===== config.mk =====
export PLATFORM = sky130hd
export DESIGN_NAME = serial_command_framer
export DESIGN_NICKNAME = d
export VERILOG_FILES = /design/src/scf_pkg.sv /design/src/scf_front.sv /design/src/scf_queue.sv /design/src/scf_back.sv /design/src/serial_command_framer.sv
export SDC_FILE = /design/constraint.sdc
export NUM_CORES = 1
export LEC_CHECK = 0
export ABC_AREA = 1
export BUFFER_PORTS_ARGS = -buffer_cell sky130_fd_sc_hd__buf_2
export CAP_MARGIN = 25
export CORE_UTILIZATION = 45
export CTS_BUF_LIST = sky130_fd_sc_hd__clkbuf_8
export CTS_CLUSTER_SIZE = 28
export DETAILED_ROUTE_END_ITERATION = 16
export HOLD_SLACK_MARGIN = 0.05
export PLACE_DENSITY = 0.64
export SLEW_MARGIN = 20
export SYNTH_ARGS = -nofsm -noshare
export SYNTH_HDL_FRONTEND = slang
export SYNTH_SLANG_ARGS = --single-unit

===== constraint.sdc =====
create_clock -name clk -period 5.7 [get_ports clk]
set_input_delay 1.71 -clock clk [delete_from_list [all_inputs] [get_ports clk]]
set_output_delay 1.71 -clock clk [all_outputs]
set_load 0.02 [all_outputs]

===== src/scf_pkg.sv =====
// scf_pkg: shared types, character codes and helper functions for the
// serial command framer; no dependencies
`default_nettype none

package scf_pkg;

  // depth of the queue between the classifier and the framing back end
  localparam int QUEUE_DEPTH = 2;

  // number of frame positions seen by the decoder, and parameter bytes carried
  localparam int VIEW_SLOTS = 7;
  localparam int ARG_BYTES  = 5;

  // character codes
  localparam logic [7:0] CHAR_END   = 8'h23;  // '#'
  localparam logic [7:0] CHAR_SKIP  = 8'h3A;  // ':'
  localparam logic [7:0] CHAR_C     = 8'h43;  // 'C'
  localparam logic [7:0] CHAR_PLUS  = 8'h2B;  // '+'
  localparam logic [7:0] CHAR_MINUS = 8'h2D;  // '-'
  localparam logic [7:0] CHAR_A     = 8'h41;  // 'A'
  localparam logic [7:0] CHAR_Z     = 8'h5A;  // 'Z'

  // what the back end has to do with a queued word
  typedef enum logic {
    WORD_APPEND,
    WORD_END
  } word_kind_t;

  typedef struct packed {
    word_kind_t kind;
    logic [7:0] data;
  } queue_word_t;

  // a word offered to, or held at the head of, the queue
  typedef struct packed {
    logic        valid;
    queue_word_t word;
  } queue_port_t;

  // membership of the allowed character set
  function automatic logic char_allowed(input logic [7:0] b);
    logic ok;
    unique case (b) inside
      ":", "#", "D", "C", "F", "G", "S", "+", "-", "Q", "P", "Y", "Z",
      "H", "I", "N", "T", "V", "O", "M", "B", "X", "A", "E", "d",
      [8'h30:8'h39]: ok = 1'b1;
      default:       ok = 1'b0;
    endcase
    return ok;
  endfunction

  // keep an upper-case letter, zero anything else
  function automatic logic [7:0] upper_or_zero(input logic [7:0] c);
    return ((c >= CHAR_A) && (c <= CHAR_Z)) ? c : 8'h00;
  endfunction

endpackage

`default_nettype wire


===== src/scf_front.sv =====
// scf_front: classifies each received byte as dropped, appended or frame end
// depends on scf_pkg
`default_nettype none

module scf_front (
  input  wire logic                 push,
  input  wire logic                 full,
  input  wire logic [7:0]           rx_byte,
  output scf_pkg::queue_port_t      enq
);

  logic accepted;
  logic keep;

  // a word is taken whenever the queue has room; only useful ones go on
  assign accepted = push && !full;
  assign keep     = scf_pkg::char_allowed(rx_byte) && (rx_byte != scf_pkg::CHAR_SKIP);

  // build the queue word
  always_comb begin
    enq.valid     = accepted && keep;
    enq.word.data = rx_byte;
    enq.word.kind = (rx_byte == scf_pkg::CHAR_END) ? scf_pkg::WORD_END
                                                   : scf_pkg::WORD_APPEND;
  end

endmodule

`default_nettype wire


===== src/scf_queue.sv =====
// scf_queue: short register queue between classifier and framing back end
// depends on scf_pkg
`default_nettype none

module scf_queue (
  input  wire logic                 clk,
  input  wire logic                 rst,
  input  wire scf_pkg::queue_port_t enq,
  input  wire logic                 deq,
  output logic                      full,
  output scf_pkg::queue_port_t      head
);

  localparam int DEPTH = scf_pkg::QUEUE_DEPTH;
  localparam int PTR_W = (DEPTH > 1) ? $clog2(DEPTH) : 1;
  localparam int CNT_W = $clog2(DEPTH + 1);

  scf_pkg::queue_word_t slots [DEPTH];
  logic [PTR_W-1:0] wr_ptr;
  logic [PTR_W-1:0] rd_ptr;
  logic [CNT_W-1:0] count;
  logic do_wr;
  logic do_rd;

  assign full  = (count == CNT_W'(DEPTH));
  assign do_wr = enq.valid && !full;
  assign do_rd = deq && (count != '0);

  // head of the queue
  always_comb begin
    head.valid = (count != '0);
    head.word  = slots[rd_ptr];
  end

  // pointers and fill level
  always_ff @(posedge clk) begin
    if (rst) begin
      wr_ptr <= '0;
      rd_ptr <= '0;
      count  <= '0;
    end else begin
      if (do_wr) begin
        wr_ptr <= (wr_ptr == PTR_W'(DEPTH - 1)) ? '0 : wr_ptr + 1'b1;
      end
      if (do_rd) begin
        rd_ptr <= (rd_ptr == PTR_W'(DEPTH - 1)) ? '0 : rd_ptr + 1'b1;
      end
      count <= count + CNT_W'(do_wr) - CNT_W'(do_rd);
    end
  end

  // storage
  always_ff @(posedge clk) begin
    if (do_wr) begin
      slots[wr_ptr] <= enq.word;
    end
  end

endmodule

`default_nettype wire


===== src/scf_back.sv =====
// scf_back: frame store, decode at frame end and the result register
// depends on scf_pkg
`default_nettype none

module scf_back #(
  parameter int BUF_LEN = 8
) (
  input  wire logic                 clk,
  input  wire logic                 rst,
  input  wire scf_pkg::queue_port_t head,
  output logic                      deq,
  input  wire logic                 pop,
  output logic                      empty,
  output logic [7:0]                command_first,
  output logic [7:0]                command_second,
  output logic [39:0]               argument_chars,
  output logic [2:0]                argument_length,
  output logic [2:0]                frame_length
);

  localparam int STORE_DEPTH = BUF_LEN - 1;
  localparam int FILL_W      = $clog2(BUF_LEN);
  localparam int IDX_W       = (STORE_DEPTH > 1) ? $clog2(STORE_DEPTH) : 1;

  logic [7:0]        store [STORE_DEPTH];
  logic [FILL_W-1:0] fill;
  logic [7:0]        view [scf_pkg::VIEW_SLOTS];
  logic              out_valid;
  logic              take_end;
  logic              take_append;
  logic [5:0]        len;
  logic [7:0]        dec_first;
  logic [7:0]        dec_second;
  logic [39:0]       dec_args;
  logic [2:0]        dec_alen;
  logic [2:0]        dec_flen;

  assign empty = !out_valid;

  // an append always goes; a frame end waits for a free result slot
  always_comb begin
    deq = 1'b0;
    if (head.valid) begin
      if (head.word.kind == scf_pkg::WORD_APPEND) begin
        deq = 1'b1;
      end else begin
        deq = !out_valid || pop;
      end
    end
  end

  assign take_append = deq && (head.word.kind == scf_pkg::WORD_APPEND);
  assign take_end    = deq && (head.word.kind == scf_pkg::WORD_END);

  // positions past the fill level read as zero
  for (genvar k = 0; k < scf_pkg::VIEW_SLOTS; k++) begin : g_view
    if (k < STORE_DEPTH) begin : g_held
      assign view[k] = (FILL_W'(k) < fill) ? store[k] : 8'h00;
    end else begin : g_none
      assign view[k] = 8'h00;
    end
  end

  // decode of the held frame
  always_comb begin
    len        = 6'(fill);
    dec_flen   = (len > 6'd7) ? 3'd7 : len[2:0];
    dec_first  = view[0];
    dec_second = 8'h00;
    dec_args   = '0;
    dec_alen   = 3'd0;
    if ((view[0] != scf_pkg::CHAR_C) && (view[0] != scf_pkg::CHAR_PLUS) &&
        (view[0] != scf_pkg::CHAR_MINUS)) begin
      dec_first  = scf_pkg::upper_or_zero(view[0]);
      dec_second = scf_pkg::upper_or_zero(view[1]);
      dec_args   = {view[6], view[5], view[4], view[3], view[2]};
      if (len > 6'd2) begin
        dec_alen = ((len - 6'd2) > 6'(scf_pkg::ARG_BYTES)) ? 3'(scf_pkg::ARG_BYTES)
                                                          : 3'(len - 6'd2);
      end
    end
  end

  // fill level and result valid
  always_ff @(posedge clk) begin
    if (rst) begin
      fill      <= '0;
      out_valid <= 1'b0;
    end else begin
      if (take_end) begin
        fill <= '0;
      end else if (take_append && (fill < FILL_W'(STORE_DEPTH))) begin
        fill <= fill + 1'b1;
      end
      if (take_end) begin
        out_valid <= 1'b1;
      end else if (pop) begin
        out_valid <= 1'b0;
      end
    end
  end

  // frame store write
  always_ff @(posedge clk) begin
    if (take_append && (fill < FILL_W'(STORE_DEPTH))) begin
      store[fill[IDX_W-1:0]] <= head.word.data;
    end
  end

  // result word
  always_ff @(posedge clk) begin
    if (take_end) begin
      command_first   <= dec_first;
      command_second  <= dec_second;
      argument_chars  <= dec_args;
      argument_length <= dec_alen;
      frame_length    <= dec_flen;
    end
  end

endmodule

`default_nettype wire


===== src/serial_command_framer.sv =====
// serial_command_framer: top level, classifier, queue and framing back end
// depends on scf_pkg, scf_front, scf_queue, scf_back
//
//   channel   handshake           payload
//   input     push / full         rx_byte
//   result    empty / pop         command_first, command_second,
//                                 argument_chars, argument_length, frame_length
//
// one byte a cycle is taken while the queue has room; a byte is classified
// in the cycle it arrives and framed in the back end once it leaves the queue
// a result shows in the cycle after its '#' is dequeued if no older one waits;
// a '#' waits in the queue only while an earlier result has not been taken,
// stalling push once the two-word queue fills
// synchronous reset clears the queue, the fill level and the result valid
`default_nettype none

module serial_command_framer #(
  parameter int BUF_LEN = 8
) (
  input  wire logic         clk,
  input  wire logic         rst,
  input  wire logic         push,
  output logic              full,
  input  wire logic [7:0]   rx_byte,
  output logic              empty,
  input  wire logic         pop,
  output logic [7:0]        command_first,
  output logic [7:0]        command_second,
  output logic [39:0]       argument_chars,
  output logic [2:0]        argument_length,
  output logic [2:0]        frame_length
);

  scf_pkg::queue_port_t enq;
  scf_pkg::queue_port_t head;
  logic                 deq;

  // classifier
  scf_front u_front (
    .push    (push),
    .full    (full),
    .rx_byte (rx_byte),
    .enq     (enq)
  );

  // decoupling queue
  scf_queue u_queue (
    .clk  (clk),
    .rst  (rst),
    .enq  (enq),
    .deq  (deq),
    .full (full),
    .head (head)
  );

  // framing and decode
  scf_back #(
    .BUF_LEN (BUF_LEN)
  ) u_back (
    .clk             (clk),
    .rst             (rst),
    .head            (head),
    .deq             (deq),
    .pop             (pop),
    .empty           (empty),
    .command_first   (command_first),
    .command_second  (command_second),
    .argument_chars  (argument_chars),
    .argument_length (argument_length),
    .frame_length    (frame_length)
  );

endmodule

`default_nettype wire


==> key figures <==
Outcome
  – Status: complete, no violations

Clock network
  – Clock Tree Buf Depth: 2
  – CTS tree: yes
  – Worst skew pair latency: 430 ps
  – Clock sink total: between 100 and 150
  – Setup Fix Bufs, Post-CTS: 0
  – H-tree depth: 4
  – Cts repair resizes: 0
  – CTS clock-pin slew for the worst setup and hold paths: roughly 80 ps
  – Clock buffer count from CTS: 17
  – Clk root buf: clkbuf_8
  – Hold_buf cts: 0

GRT
  – Initial antenna violation count: 0
  – First-pass GRT wire length: between 10000 and 15000 um
  – Pin count of the biggest net entering global routing: roughly 40
  – Number of global-route vias before repair: 3043
  – GRT overflow: 0
  – Total GRT Usage: around 16%

Die
  – Die height: around 110 um
  – Core Box Area: 0.0121 sq mm
  – Die Area: between 0.01 and 0.015 sq mm
  – # IOs: between 70 and 80
  – Num rows: 40
  – Die Width: roughly 110 um
  – Initial Util: a little under half

Yosys
  – Synth warn: 0
  – Synthesized cell area: about 0.0056 sq mm
  – Number of synthesized register bits: between 100 and 150
  – Syn_area_per_cell: 12.6 sq um
  – Yosys cell types: 28
  – Cells after synthesis: between 400 and 500
  – Sequential fraction of the synthesis area: between 70 and 80%

Place
  – Placer Congestion: around 0.82
  – Pre-CTS setup slack: 2190 ps
  – Placed Cells: between 600 and 700
  – Detail Placement HPWL: 6320 um
  – Port bufs: between 70 and 80

Setup path
  – Worst setup SP type: input pin
  – Nature of the critical path endpoint: flop
  – CP arrival: around 3100 ps
  – Critical Path, Cell by Cell: buf_2, o21ai_0, nand2_1, nand2_1, nor2_1, nand3_1, nand2_1, nor2_1
  – Crit path max-delay cell type: nor2_1
  – Crit Path Class: input pin to flop
  – Critical path peak fanout: 10
  – CP most frequent cell: nand2_1
  – CP max stage delay: 550 ps
  – CP Data Required Time: roughly 5800 ps

Finish
  – Number of diodes: 0
  – Final non-filler cell total: ~720
  – Area grow syn2layout: 16.9%
  – Fin nets: ~560
  – Commonest non-fill, non-tap cell in the layout: edfxtp_1
  – Commonest non-fill, non-tap cells in the layout: 136 x edfxtp_1, 84 x nor2_1, 76 x inv_1, 76 x buf_2, 65 x nand2_1
  – Filler cell count: 1031
  – Share of layout cells above drive strength 1: roughly 22%

Routing
  – Antenna Violating Nets Remaining: 0
  – Residual DRC count: 0
  – Vias: ~3.2k
  – Routed WL: between 9000 and 10000 um
  – Drt wl/cell: ~13 um
  – Vias per cell: ~4.5
  – DRT Pass-1 Iters: 4
  – Iter 0 DRT Violations: 168

Pwr
  – P per Cell Area: about 430 mW/mm^2
  – Leak: 0.00266 uW
  – VDD IR max: approximately 0.00019 V
  – Pwr Total: about 2800 uW

Timing
  – Unrepaired setup endpoints after global routing: no
  – Worst Skew: 15.0 ps
  – Final setup viols: 0
  – Maximum clock frequency: approximately 330 MHz
  – Fin crit share: a little over half
  – Final Max Tran Viols: 0
  – Slew headroom: 51.1%
  – Worst-Margin Slew: about 730 ps
  – Crit path time final: approximately 3000 ps
  – Worst Slack Setup Final: 2650 ps
  – Fin. Hold Viols: 0
  – Final TNS setup: 0 ps

Job
  – Maxcap violations: 0

Hold path
  – Hold Crit Class: flop to flop
## where the power goes
part           total [uW]  switching (uW)  leakage, uW  internal (uW)
Combinational         600             451      0.00115            149
Clock                 709             368     0.000193            341
Sequential           1470            78.5      0.00132           1390
## cells in the mapped netlist (all sizes together)
| library cell | instances | area, sq um |
|---|---|---|
| edfxtp | 136 | 4080 |
| conb | 1 | 3.75 |
| o21a | 1 | 7.51 |
| nor3b | 2 | 15.0 |
| a21oi | 7 | 35.0 |
| inv | 79 | 297 |
| ha | 7 | 87.6 |
| o21ai | 11 | 58.8 |
| nor4 | 3 | 18.8 |
| xor2 | 1 | 8.76 |
| clkinv | 1 | 3.75 |
| o211ai | 1 | 7.51 |
| clkbuf | 1 | 3.75 |
| nand2 | 71 | 292 |
| a211oi | 2 | 15.0 |
| nand3 | 10 | 50.1 |
| nor2 | 85 | 322 |
| dfxtp | 9 | 180 |
| buf | 2 | 16.3 |
| nand4 | 2 | 12.5 |
| nor3 | 10 | 61.3 |
## through the flow
step	cell area (sq um)	utilization, %	hold slack (ps)
after global placement	6160	51.1	437
after CTS	6510	54.0	452
after detailed placement	6160	51.1	439
after global routing	6520	54.1	492
after floorplan	5590	-	422
final	6520	54.1	446
## worst max-delay path: cells and delay by family
kind / cells / cell delay (ps)
AND/OR/NAND/NOR: 6 / 960
AO/OA/AOI/OAI: 1 / 280
buffers and inverters: 1 / 160
## per-layer routing
| metal | routed length (um) | vias to the layer above | GRT usage, % |
|---|---|---|---|
| met3 | 381 | 12 | 5.36 |
| met2 | 4430 | 80 | 25.4 |
| li1 | - | 1652 | - |
| met4 | 155 | 0 | 6.40 |
| met1 | 4190 | 1500 | 19.2 |
| met5 | 0 | - | 0 |
## logic make-up (layout without fill, tap and decap cells)
group	Yosys count	in the layout	share of synthesized area [%]
flip-flops	145	145	76.4
buffers and inverters	83	189	5.74
other	1	3	0.0672
AND/OR/NAND/NOR	183	183	13.8
AO/OA/AOI/OAI	22	22	2.22
adder cells (fa/ha/maj)	7	7	1.57
XOR/XNOR	1	1	0.157
## sequential cells by signal, summed over array words and instances (netlist names), 2 cells and up, named ones only
| register | flops |
|---|---|
| u_back.command_second | 8 |
| u_back.argument_length | 3 |
| u_back.command_first | 8 |
| u_queue.count | 2 |
| u_back.dec_flen | 3 |
| u_back.frame_length | 3 |
| u_back.argument_chars | 40 |
| u_queue.slots | 18 |
| u_back.store | 56 |
## final timing paths
kind                     from                   endpoint  slack (ps)  cells after the start
max                rx_byte[1]        u_queue.slots[0][5]        2650                      8
min          u_queue.count[1]           u_queue.count[1]         450                      1
min reg2reg  u_queue.count[1]           u_queue.count[1]         450                      1
max reg2reg              flop  u_back.argument_chars[15]        3080                      9
## layout make-up
type	instances	area (sq um)	share of cell area [%]
inverters	80	300	4.60
clock inverters	15	119	1.82
well taps	168	210	3.22
repair buffers	77	388	5.95
flip-flops and latches	145	4260	65.4
clock buffers	17	234	3.59
multi-input cells	216	1010	15.4
Power figures use the tool's default switching activity.
